===== src/sv/slip_crc_frame_decoder_macros.svh =====
// Assertion macros for the SLIP CRC frame decoder.
// Used by the modules that carry concurrent assertions; no other dependencies.
`ifndef SLIP_CRC_FRAME_DECODER_MACROS_SVH
`define SLIP_CRC_FRAME_DECODER_MACROS_SVH

`ifndef SYNTHESIS
`define SCF_ASSERT(name, clk, rst_n, prop) \
	name: assert property (@(posedge clk) disable iff (!rst_n) prop) \
	else $error("assertion failed");
`define SCF_ASSERT_NEXT(name, clk, rst_n, ante, cons) \
	name: assert property (@(posedge clk) disable iff (!rst_n) (ante) |=> (cons)) \
	else $error("assertion failed");
`else
`define SCF_ASSERT(name, clk, rst_n, prop)
`define SCF_ASSERT_NEXT(name, clk, rst_n, ante, cons)
`endif

`endif


===== src/sv/scf_pkg.sv =====
// Shared constants, types and widths of the SLIP CRC frame decoder.
// No dependencies; the modules import this package and scf_if names it by scope.
`timescale 1ns / 1ps

package scf_pkg;

	localparam int LENGTH_BITS   = 17;
	localparam int BYTE_W        = 8;
	localparam int MAX_PAYLOAD_W = 16;
	localparam int PKT_LEN_W     = 17;
	localparam int CRC_W         = 32;
	localparam int CMP_W         = (LENGTH_BITS > PKT_LEN_W) ? LENGTH_BITS : PKT_LEN_W;

	localparam logic [CMP_W-1:0] COUNT_MAX = CMP_W'((64'd1 << LENGTH_BITS) - 64'd1);
	localparam logic [MAX_PAYLOAD_W-1:0] MAX_PAYLOAD_RESET = 16'd1024;

	localparam logic [BYTE_W-1:0] SLIP_END     = 8'hC0;
	localparam logic [BYTE_W-1:0] SLIP_ESC     = 8'hDB;
	localparam logic [BYTE_W-1:0] SLIP_ESC_END = 8'hDC;
	localparam logic [BYTE_W-1:0] SLIP_ESC_ESC = 8'hDD;

	localparam logic [CRC_W-1:0] CRC_POLY = 32'hEDB88320;
	localparam logic [CRC_W-1:0] CRC_INIT = 32'hFFFFFFFF;

	typedef logic [LENGTH_BITS-1:0] count_t;

	typedef struct packed {
		logic                 is_status;
		logic [BYTE_W-1:0]    data_byte;
		logic [PKT_LEN_W-1:0] packet_length;
		logic                 crc_error;
		logic                 short_error;
		logic                 dangling_escape;
		logic                 bad_escape;
		logic                 too_big;
	} result_t;

endpackage


===== src/sv/scf_if.sv =====
// Valid/ready channel interfaces for received bytes and decoder results.
// Depends on scf_pkg for the field widths.
`timescale 1ns / 1ps

interface scf_byte_if;
	logic                         valid;
	logic                         ready;
	logic [scf_pkg::BYTE_W-1:0]   rx_byte;

	modport source (output valid, output rx_byte, input ready);
	modport sink (input valid, input rx_byte, output ready);
endinterface

interface scf_result_if;
	logic                           valid;
	logic                           ready;
	logic                           is_status;
	logic [scf_pkg::BYTE_W-1:0]     data_byte;
	logic [scf_pkg::PKT_LEN_W-1:0]  packet_length;
	logic                           crc_error;
	logic                           short_error;
	logic                           dangling_escape;
	logic                           bad_escape;
	logic                           too_big;

	modport source (
		output valid, output is_status, output data_byte, output packet_length,
		output crc_error, output short_error, output dangling_escape,
		output bad_escape, output too_big, input ready
	);
	modport sink (
		input valid, input is_status, input data_byte, input packet_length,
		input crc_error, input short_error, input dangling_escape,
		input bad_escape, input too_big, output ready
	);
endinterface


===== src/sv/scf_crc_step.sv =====
// Byte-wide update of a reflected CRC-32, eight bit steps unrolled.
// Depends on scf_pkg for the polynomial and widths.
`timescale 1ns / 1ps

module scf_crc_step (
	input  logic [scf_pkg::CRC_W-1:0]  crc,
	input  logic [scf_pkg::BYTE_W-1:0] data,
	output logic [scf_pkg::CRC_W-1:0]  crc_next
);
	import scf_pkg::*;

	logic [CRC_W-1:0] acc;

	always_comb begin
		acc = crc ^ CRC_W'(data);
		for (int k = 0; k < BYTE_W; k++) begin
			acc = acc[0] ? ((acc >> 1) ^ CRC_POLY) : (acc >> 1);
		end
		crc_next = acc;
	end
endmodule


===== src/sv/scf_frame_core.sv =====
// Frame state of the decoder: escape handling, trailer hold, running CRC and status.
// Depends on scf_pkg, scf_crc_step and the assertion macro header.
`timescale 1ns / 1ps
`include "slip_crc_frame_decoder_macros.svh"

module scf_frame_core (
	input  logic                                clk,
	input  logic                                arst_n,
	input  logic                                cfg_write_en,
	input  logic [scf_pkg::MAX_PAYLOAD_W-1:0]   cfg_write_data,
	input  logic                                fire,
	input  logic [scf_pkg::BYTE_W-1:0]          byte_s1,
	output logic                                res_valid,
	output scf_pkg::result_t                    res
);
	import scf_pkg::*;

	logic [MAX_PAYLOAD_W-1:0] max_q;
	logic                     esc_q, esc_n;
	logic                     first_q, first_n;
	count_t                   count_q, count_n;
	logic                     bad_q, bad_n;
	logic                     big_q, big_n;
	logic [CRC_W-1:0]         crc_q, crc_n, crc_next;
	logic [BYTE_W-1:0]        hold_q [4];

	logic                     is_end;
	logic [BYTE_W-1:0]        val;
	logic [CMP_W-1:0]         cap_raw, cap, count_ext;
	logic                     store_en, shift_en;
	logic                     short_err, crc_err, any_err;
	logic [CRC_W-1:0]         trailer;
	count_t                   len_full;

	scf_crc_step u_crc (
		.crc      (crc_q),
		.data     (hold_q[0]),
		.crc_next (crc_next)
	);

	assign is_end    = (byte_s1 == SLIP_END);
	assign cap_raw   = CMP_W'({1'b0, max_q}) + CMP_W'(4);
	assign cap       = (cap_raw > COUNT_MAX) ? COUNT_MAX : cap_raw;
	assign count_ext = CMP_W'(count_q);
	assign trailer   = {hold_q[3], hold_q[2], hold_q[1], hold_q[0]};
	assign short_err = (count_q < LENGTH_BITS'(4));
	assign crc_err   = !short_err && ((crc_q ^ CRC_INIT) != trailer);
	assign any_err   = esc_q || short_err || crc_err || bad_q || big_q;
	assign len_full  = any_err ? count_q : (count_q - LENGTH_BITS'(4));

	always_comb begin
		esc_n     = esc_q;
		first_n   = first_q;
		count_n   = count_q;
		bad_n     = bad_q;
		big_n     = big_q;
		crc_n     = crc_q;
		store_en  = 1'b0;
		shift_en  = 1'b0;
		val       = byte_s1;
		res_valid = 1'b0;
		res       = '0;
		if (is_end) begin
			res_valid           = 1'b1;
			res.is_status       = 1'b1;
			res.packet_length   = PKT_LEN_W'(len_full);
			res.crc_error       = crc_err;
			res.short_error     = short_err;
			res.dangling_escape = esc_q;
			res.bad_escape      = bad_q;
			res.too_big         = big_q;
			first_n             = 1'b0;
			esc_n               = 1'b0;
			count_n             = '0;
			bad_n               = 1'b0;
			big_n               = 1'b0;
			crc_n               = CRC_INIT;
		end else if (!esc_q && (byte_s1 == SLIP_ESC)) begin
			esc_n = 1'b1;
		end else begin
			if (esc_q) begin
				case (byte_s1)
					SLIP_ESC_END: val = SLIP_END;
					SLIP_ESC_ESC: val = SLIP_ESC;
					default:      bad_n = 1'b1;
				endcase
			end
			esc_n = 1'b0;
			if (count_ext >= cap) begin
				big_n = 1'b1;
			end else if ((count_q == '0) && (val == '0) && first_q) begin
				count_n = count_q;
			end else if (short_err) begin
				store_en = 1'b1;
				count_n  = count_q + LENGTH_BITS'(1);
			end else begin
				shift_en      = 1'b1;
				crc_n         = crc_next;
				count_n       = count_q + LENGTH_BITS'(1);
				res_valid     = 1'b1;
				res.data_byte = hold_q[0];
			end
		end
	end

	always_ff @(posedge clk or negedge arst_n) begin
		if (!arst_n) begin
			max_q   <= MAX_PAYLOAD_RESET;
			esc_q   <= 1'b0;
			first_q <= 1'b1;
			count_q <= '0;
			bad_q   <= 1'b0;
			big_q   <= 1'b0;
			crc_q   <= CRC_INIT;
		end else begin
			if (cfg_write_en) begin
				max_q <= cfg_write_data;
			end
			if (fire) begin
				esc_q   <= esc_n;
				first_q <= first_n;
				count_q <= count_n;
				bad_q   <= bad_n;
				big_q   <= big_n;
				crc_q   <= crc_n;
			end
		end
	end

	always_ff @(posedge clk) begin
		if (fire && store_en) begin
			hold_q[count_q[1:0]] <= val;
		end else if (fire && shift_en) begin
			hold_q[0] <= hold_q[1];
			hold_q[1] <= hold_q[2];
			hold_q[2] <= hold_q[3];
			hold_q[3] <= val;
		end
	end

	`SCF_ASSERT_NEXT(a_end_clears_frame, clk, arst_n, fire && is_end, (count_q == '0) && !esc_q && (crc_q == CRC_INIT))
	`SCF_ASSERT(a_data_needs_trailer, clk, arst_n, (res_valid && !res.is_status) |-> (count_q >= LENGTH_BITS'(4)))
	`SCF_ASSERT(a_first_falls_on_end, clk, arst_n, $fell(first_q) |-> $past(fire && is_end))
endmodule


===== src/sv/scf_out_reg.sv =====
// Result register that drives the output channel and frees itself when taken.
// Depends on scf_pkg and the scf_result_if interface.
`timescale 1ns / 1ps

module scf_out_reg (
	input  logic              clk,
	input  logic              arst_n,
	input  logic              load,
	input  logic              res_valid,
	input  scf_pkg::result_t  res,
	output logic              free,
	scf_result_if.source      result
);
	import scf_pkg::*;

	logic    valid_q;
	result_t data_q;

	assign free = !valid_q || result.ready;

	always_ff @(posedge clk or negedge arst_n) begin
		if (!arst_n) begin
			valid_q <= 1'b0;
		end else if (free) begin
			valid_q <= load && res_valid;
		end
	end

	always_ff @(posedge clk) begin
		if (free && load && res_valid) begin
			data_q <= res;
		end
	end

	assign result.valid           = valid_q;
	assign result.is_status       = data_q.is_status;
	assign result.data_byte       = data_q.data_byte;
	assign result.packet_length   = data_q.packet_length;
	assign result.crc_error       = data_q.crc_error;
	assign result.short_error     = data_q.short_error;
	assign result.dangling_escape = data_q.dangling_escape;
	assign result.bad_escape      = data_q.bad_escape;
	assign result.too_big         = data_q.too_big;
endmodule


===== src/sv/slip_crc_frame_decoder.sv =====
// SLIP frame decoder with CRC-32 trailer check; one received byte per cycle while the result channel does not stall.
// An accepted byte is held in the input register, then its result in the result register.
// Throughput: one byte per cycle unless stalled; the frame state loop through the CRC byte step has one register.
// Reset (arst_n low) clears the frame state, sets the running CRC to all ones and max_payload to 1024.
// Depends on scf_pkg, scf_if, scf_frame_core and scf_out_reg.
`timescale 1ns / 1ps

module slip_crc_frame_decoder (
	input  logic                               clk,
	input  logic                               arst_n,
	input  logic                               cfg_write_en,
	input  logic [scf_pkg::MAX_PAYLOAD_W-1:0]  cfg_write_data,
	scf_byte_if.sink                           rx,
	scf_result_if.source                       result
);
	import scf_pkg::*;

	logic              valid_s1;
	logic [BYTE_W-1:0] byte_s1;
	logic              free;
	logic              fire;
	logic              res_valid;
	result_t           res;

	assign rx.ready = !valid_s1 || free;
	assign fire     = valid_s1 && free;

	always_ff @(posedge clk or negedge arst_n) begin
		if (!arst_n) begin
			valid_s1 <= 1'b0;
		end else if (rx.ready) begin
			valid_s1 <= rx.valid;
		end
	end

	always_ff @(posedge clk) begin
		if (rx.ready && rx.valid) begin
			byte_s1 <= rx.rx_byte;
		end
	end

	scf_frame_core u_core (
		.clk            (clk),
		.arst_n         (arst_n),
		.cfg_write_en   (cfg_write_en),
		.cfg_write_data (cfg_write_data),
		.fire           (fire),
		.byte_s1        (byte_s1),
		.res_valid      (res_valid),
		.res            (res)
	);

	scf_out_reg u_out (
		.clk       (clk),
		.arst_n    (arst_n),
		.load      (fire),
		.res_valid (res_valid),
		.res       (res),
		.free      (free),
		.result    (result)
	);
endmodule

===== src/flat_wrapper.sv =====
// flat-port wrapper written by rule: the top's interface ports become plain ports
module slip_crc_frame_decoder_flat import scf_pkg::*;
  (clk, arst_n, cfg_write_en, cfg_write_data, rx_valid, rx_rx_byte, rx_ready, result_valid, result_is_status, result_data_byte, result_packet_length, result_crc_error, result_short_error, result_dangling_escape, result_bad_escape, result_too_big, result_ready);
  scf_byte_if rx_i ();
  scf_result_if result_i ();
  input  logic clk;
  input  logic arst_n;
  input  logic cfg_write_en;
  input  logic [scf_pkg::MAX_PAYLOAD_W-1:0] cfg_write_data;
  input wire logic [$bits(rx_i.valid)-1:0] rx_valid;
  input wire logic [$bits(rx_i.rx_byte)-1:0] rx_rx_byte;
  output wire logic [$bits(rx_i.ready)-1:0] rx_ready;
  output wire logic [$bits(result_i.valid)-1:0] result_valid;
  output wire logic [$bits(result_i.is_status)-1:0] result_is_status;
  output wire logic [$bits(result_i.data_byte)-1:0] result_data_byte;
  output wire logic [$bits(result_i.packet_length)-1:0] result_packet_length;
  output wire logic [$bits(result_i.crc_error)-1:0] result_crc_error;
  output wire logic [$bits(result_i.short_error)-1:0] result_short_error;
  output wire logic [$bits(result_i.dangling_escape)-1:0] result_dangling_escape;
  output wire logic [$bits(result_i.bad_escape)-1:0] result_bad_escape;
  output wire logic [$bits(result_i.too_big)-1:0] result_too_big;
  input wire logic [$bits(result_i.ready)-1:0] result_ready;
  assign rx_i.valid = rx_valid;
  assign rx_i.rx_byte = rx_rx_byte;
  assign rx_ready = rx_i.ready;
  assign result_valid = result_i.valid;
  assign result_is_status = result_i.is_status;
  assign result_data_byte = result_i.data_byte;
  assign result_packet_length = result_i.packet_length;
  assign result_crc_error = result_i.crc_error;
  assign result_short_error = result_i.short_error;
  assign result_dangling_escape = result_i.dangling_escape;
  assign result_bad_escape = result_i.bad_escape;
  assign result_too_big = result_i.too_big;
  assign result_i.ready = result_ready;
  slip_crc_frame_decoder u_core (.clk(clk), .arst_n(arst_n), .cfg_write_en(cfg_write_en), .cfg_write_data(cfg_write_data), .rx(rx_i), .result(result_i));
endmodule

===== config.mk =====
export PLATFORM = sky130hd
export DESIGN_NAME = slip_crc_frame_decoder_flat
export DESIGN_NICKNAME = d
export VERILOG_FILES = /design/src/sv/scf_pkg.sv /design/src/sv/scf_if.sv /design/src/sv/scf_crc_step.sv /design/src/sv/scf_frame_core.sv /design/src/sv/scf_out_reg.sv /design/src/sv/slip_crc_frame_decoder.sv /design/src/flat_wrapper.sv
export VERILOG_INCLUDE_DIRS = /design/src /design/src/sv
export SDC_FILE = /design/constraint.sdc
export NUM_CORES = 1
export LEC_CHECK = 0
export BUFFER_PORTS_ARGS = -buffer_cell sky130_fd_sc_hd__buf_2
export CORE_MARGIN = 2
export CORE_UTILIZATION = 61
export CTS_BUF_LIST = sky130_fd_sc_hd__clkbuf_8 sky130_fd_sc_hd__clkbuf_16
export DETAILED_ROUTE_END_ITERATION = 8
export MAX_ROUTING_LAYER = met4
export PLACE_DENSITY = 0.81
export SLEW_MARGIN = 20
export SYNTH_ARGS = -nofsm -noshare
export SYNTH_HDL_FRONTEND = slang
export SYNTH_SLANG_ARGS = --single-unit

===== constraint.sdc =====
create_clock -name clk -period 7.5 [get_ports clk]
set_input_delay 0.75 -clock clk [delete_from_list [all_inputs] [get_ports clk]]
set_output_delay 0.75 -clock clk [all_outputs]
set_load 0.01 [all_outputs]

==> results_dict.tcl <==
set metrics [dict create \
    dr_wl_met2_mm 7.203 \
    initial_utilization_pct 61.92 \
    clock_path_buffers 2 \
    crit_chain "ha_1 -> nand3_1 -> nor2_1 -> nand3_1 -> xor2_1 -> ha_1 -> a21oi_1 -> o21ai_0 -> a211oi_1 -> or3b_1 -> nor2_4 -> mux2_2" \
    drt-pass1-iter-count 5 \
    slowest_delay_ns 0.96 \
    reg2reg_from "u_core.u_core.max_q[2]$_DFFE_PN0P_" \
    postRouteAntennaNets 0 \
    hpwl_mm 11.53 \
    path_max_fanout 44 \
    ys_types 58 \
    rsz0062_at_grt "false" \
    numCtsBuffers 17 \
    clock-sinks 142 \
    wire_per_inst_um 17.70 \
    num_vias 5288 \
    drive_gt1_share_pct 22.81 \
    cp.required_ns 7.67 \
    syn_area_sq_um 7750 \
    wl_met3_mm 1.266 \
    intPower_mw 2.805 \
    powerDensity_nw_per_um2 518.6 \
    syn_area_per_cell_sq_um 11.48 \
    grt_antenna_before_repair 0 \
    hp-start "u_core.u_core.first_q$_DFFE_PN1P_" \
    fin_util_pct 70.37 \
    grt_overflow_total 0 \
    n_antenna_cell 0 \
    synthFlopType "edfxtp_1" \
    routed.top_layer "met4" \
    critical_path_arrival_ns 4.76 \
    post_cts_resized 0 \
    maxSlewViolCount 0 \
    die_height_um 116.7 \
    syn_to_final_growth_pct 13.66 \
    skew_ns 0.008724 \
    cts_max_level 4 \
    grt_pass1_vias 5040 \
    grt_max_degree 72 \
    cts_hold_buf 0 \
    core-area_sq_um 12520 \
    port_buffers 61 \
    wl_mm 16.16 \
    fin_crit_sh_pct 61.23 \
    ys_ff_latch 142 \
    synth-edff-count 71 \
    hold_viol_final 0 \
    power_frac_seq_pct 32.0 \
    finalNetCount 783 \
    ys_warn_count 0 \
    worst_pin_slew_ns 1.078 \
    clock_power_share_pct 19.9 \
    clk_pin_slew_ns 0.06 \
    drc_errors 0 \
    yosysSeqAreaShare_pct 50.98 \
    setup_tns_ns 0 \
    synth_area_leader_cell "edfxtp_1" \
    timing.fmax_ghz 0.2178 \
    status "finished clean" \
    leakagePower_nw 3.468 \
    worst_setup_path_start_kind "register" \
    ir_drop_uv 281.7 \
    synth_common_cells "edfxtp_1, xor2_1, xnor2_1" \
    insertion_delay_ns 0.42 \
    holdCritPathClass "register to register" \
    gp_congestion 0.9129 \
    regToRegSetupSlack_ns 2.91 \
    critPathKind "register to register" \
    finalSetupViolCount 0 \
    end_kind "register" \
    boundaryPins 62 \
    synth_area_leaders "edfxtp_1, dfrtp_1, dfstp_2, xor2_1, xnor2_1" \
    synth_top_area_share_pct 27.51 \
    cts-root-buf "clkbuf_16" \
    via_per_inst 5.792 \
    max-slew-margin-rel_pct 27.95 \
    slowest_stage "nor2_4" \
    netlist_instances 675 \
    cap_viol_max_count 0 \
    cts_setup_buffers 0 \
    grtUsageTotal_pct 26.33 \
    m1WireLength_mm 7.397 \
    row_count 41 \
    async_flop_share_pct 50.00 \
    die_w_um 116.7 \
    dieArea_sq_um 13620 \
    synth_nets 730 \
    switching_share_pct 38.58 \
    startpoint "u_core.u_core.max_q[2]$_DFFE_PN0P_" \
    grt_pass1_wl_mm 26.28 \
    p_comb_share_pct 48.1 \
    cts_tree "done" \
    period_minus_slack_ns 4.592 \
    p_sw_mw 1.762 \
    synthMostInstantiatedCell "edfxtp_1" \
    drtIter0Drc 517 \
]
[cell type report]
| cell class | count | area [sq um] |
|---|---|---|
| fill | 875 | 3709 |
| clock inverter | 15 | 219.0 |
| timing repair buffer | 65 | 335.3 |
| multi-input combinational | 482 | 3587 |
| clock buffer | 17 | 425.4 |
| sequential | 142 | 3951 |
| inverter | 20 | 75.07 |
| tap | 172 | 215.2 |
[worst paths after layout]
| path | to | cells after the start |
|---|---|---|
| min in group asynchronous | u_core.u_core.max_q[12]$_DFFE_PN0P_ | 2 |
| max in group asynchronous | u_core.u_core.count_ext[1]$_DFFE_PN0P_ | 2 |
| worst min-delay path | u_core.u_core.first_q$_DFFE_PN1P_ | 1 |
| worst max register to register | u_core.u_core.hold_q[2][7]$_DFFE_PP_ | 12 |
| worst min register to register | u_core.u_core.first_q$_DFFE_PN1P_ | 1 |
| worst max-delay path | u_core.u_core.hold_q[2][7]$_DFFE_PP_ | 12 |
[per-layer routing]
metal  global-route usage (%)  vias up
met3                    6.124       28
met1                    38.05     2502
met2                    37.11      235
met5                        -        -
li1                         -     2523
met4                    8.078        0
[stage by stage]
stage / hold WS (ns) / area [sq um] / worst slack, ns / std cells / total power [mW]
after floorplan: 0.4544 / 7750 / 3.928 / 675 / 3.141
after global placement: 0.4829 / 8164 / 3.184 / 881 / 3.538
after detailed placement: 0.4818 / 8164 / 2.994 / 881 / 3.608
after CTS: 0.4904 / 8808 / 2.967 / 913 / 4.565
after global routing: 0.4854 / 8808 / 2.647 / 913 / 4.848
final: 0.4950 / 8808 / 2.908 / 913 / 4.568
[cells in the final DEF (no fill, tap or decap), types with 2 or more instances in the layout]
cell,n
clkbuf_16,17
or2_2,2
o21a_1,4
clkinvlp_4,4
xnor2_2,3
o41ai_1,2
or4_1,2
nor4_2,2
inv_1,20
nand2_1,34
xor2_1,58
a2bb2oi_1,32
ha_1,26
nor2_1,34
buf_4,4
a21boi_0,2
and2_1,18
mux2i_1,5
o21ai_0,32
mux2_2,23
nor3_1,4
dfrtp_1,37
dfstp_2,34
edfxtp_1,71
nand2b_1,12
xnor2_1,55
a21oi_1,30
mux2_1,6
clkinv_1,2
bufinv_16,5
o311ai_1,2
o21bai_1,2
nand3b_1,2
or3_1,20
clkinv_4,2
buf_2,61
nand3_1,25
and3_1,10
nand4_1,12
a211oi_1,2
[power by group through the flow]
stage / clock network [mW] / registers (mW) / logic, mW
detailed placement: 0 / 1.47 / 2.14
global placement: 0 / 1.45 / 2.08
CTS: 0.917 / 1.46 / 2.19
finish: 0.908 / 1.46 / 2.20
global route: 0.956 / 1.49 / 2.40
floorplan: 0 / 1.41 / 1.73
[registers in the layout, indices dropped and copies added, names as in the netlist, 8 cells and up]
name,count
u_core.u_out.result.data_byte,8
u_core.u_out.result.packet_length,17
u_core.u_core.crc_q,32
u_core.u_core.max_q,16
u_core.u_core.hold_q,32
u_core.byte_s1,8
u_core.u_core.count_ext,17
[cells by family (layout without fill, tap and decap cells)]
logic type / count (synthesis) / after routing / share of synthesized area, %
xor gates and xnor gates: 116 / 116 / 13.40
and+or+nand+nor: 190 / 190 / 13.84
DFF: 142 / 142 / 50.98
adders and majority gates: 26 / 26 / 4.198
buffers and inverters: 51 / 117 / 2.825
muxes: 34 / 34 / 4.860
AOI/OAI and AO/OA: 116 / 116 / 9.897
[worst max-delay path: cells and delay by family (launching register included)]
kind | cells | cell delay, ns
and+or+nand+nor | 5 | 2.20
DFF | 1 | 0.44
muxes | 1 | 0.43
adders and majority gates | 2 | 0.55
AOI/OAI and AO/OA | 3 | 0.55
xor gates and xnor gates | 1 | 0.16
Note: power is estimated with default switching activity, not from simulation.
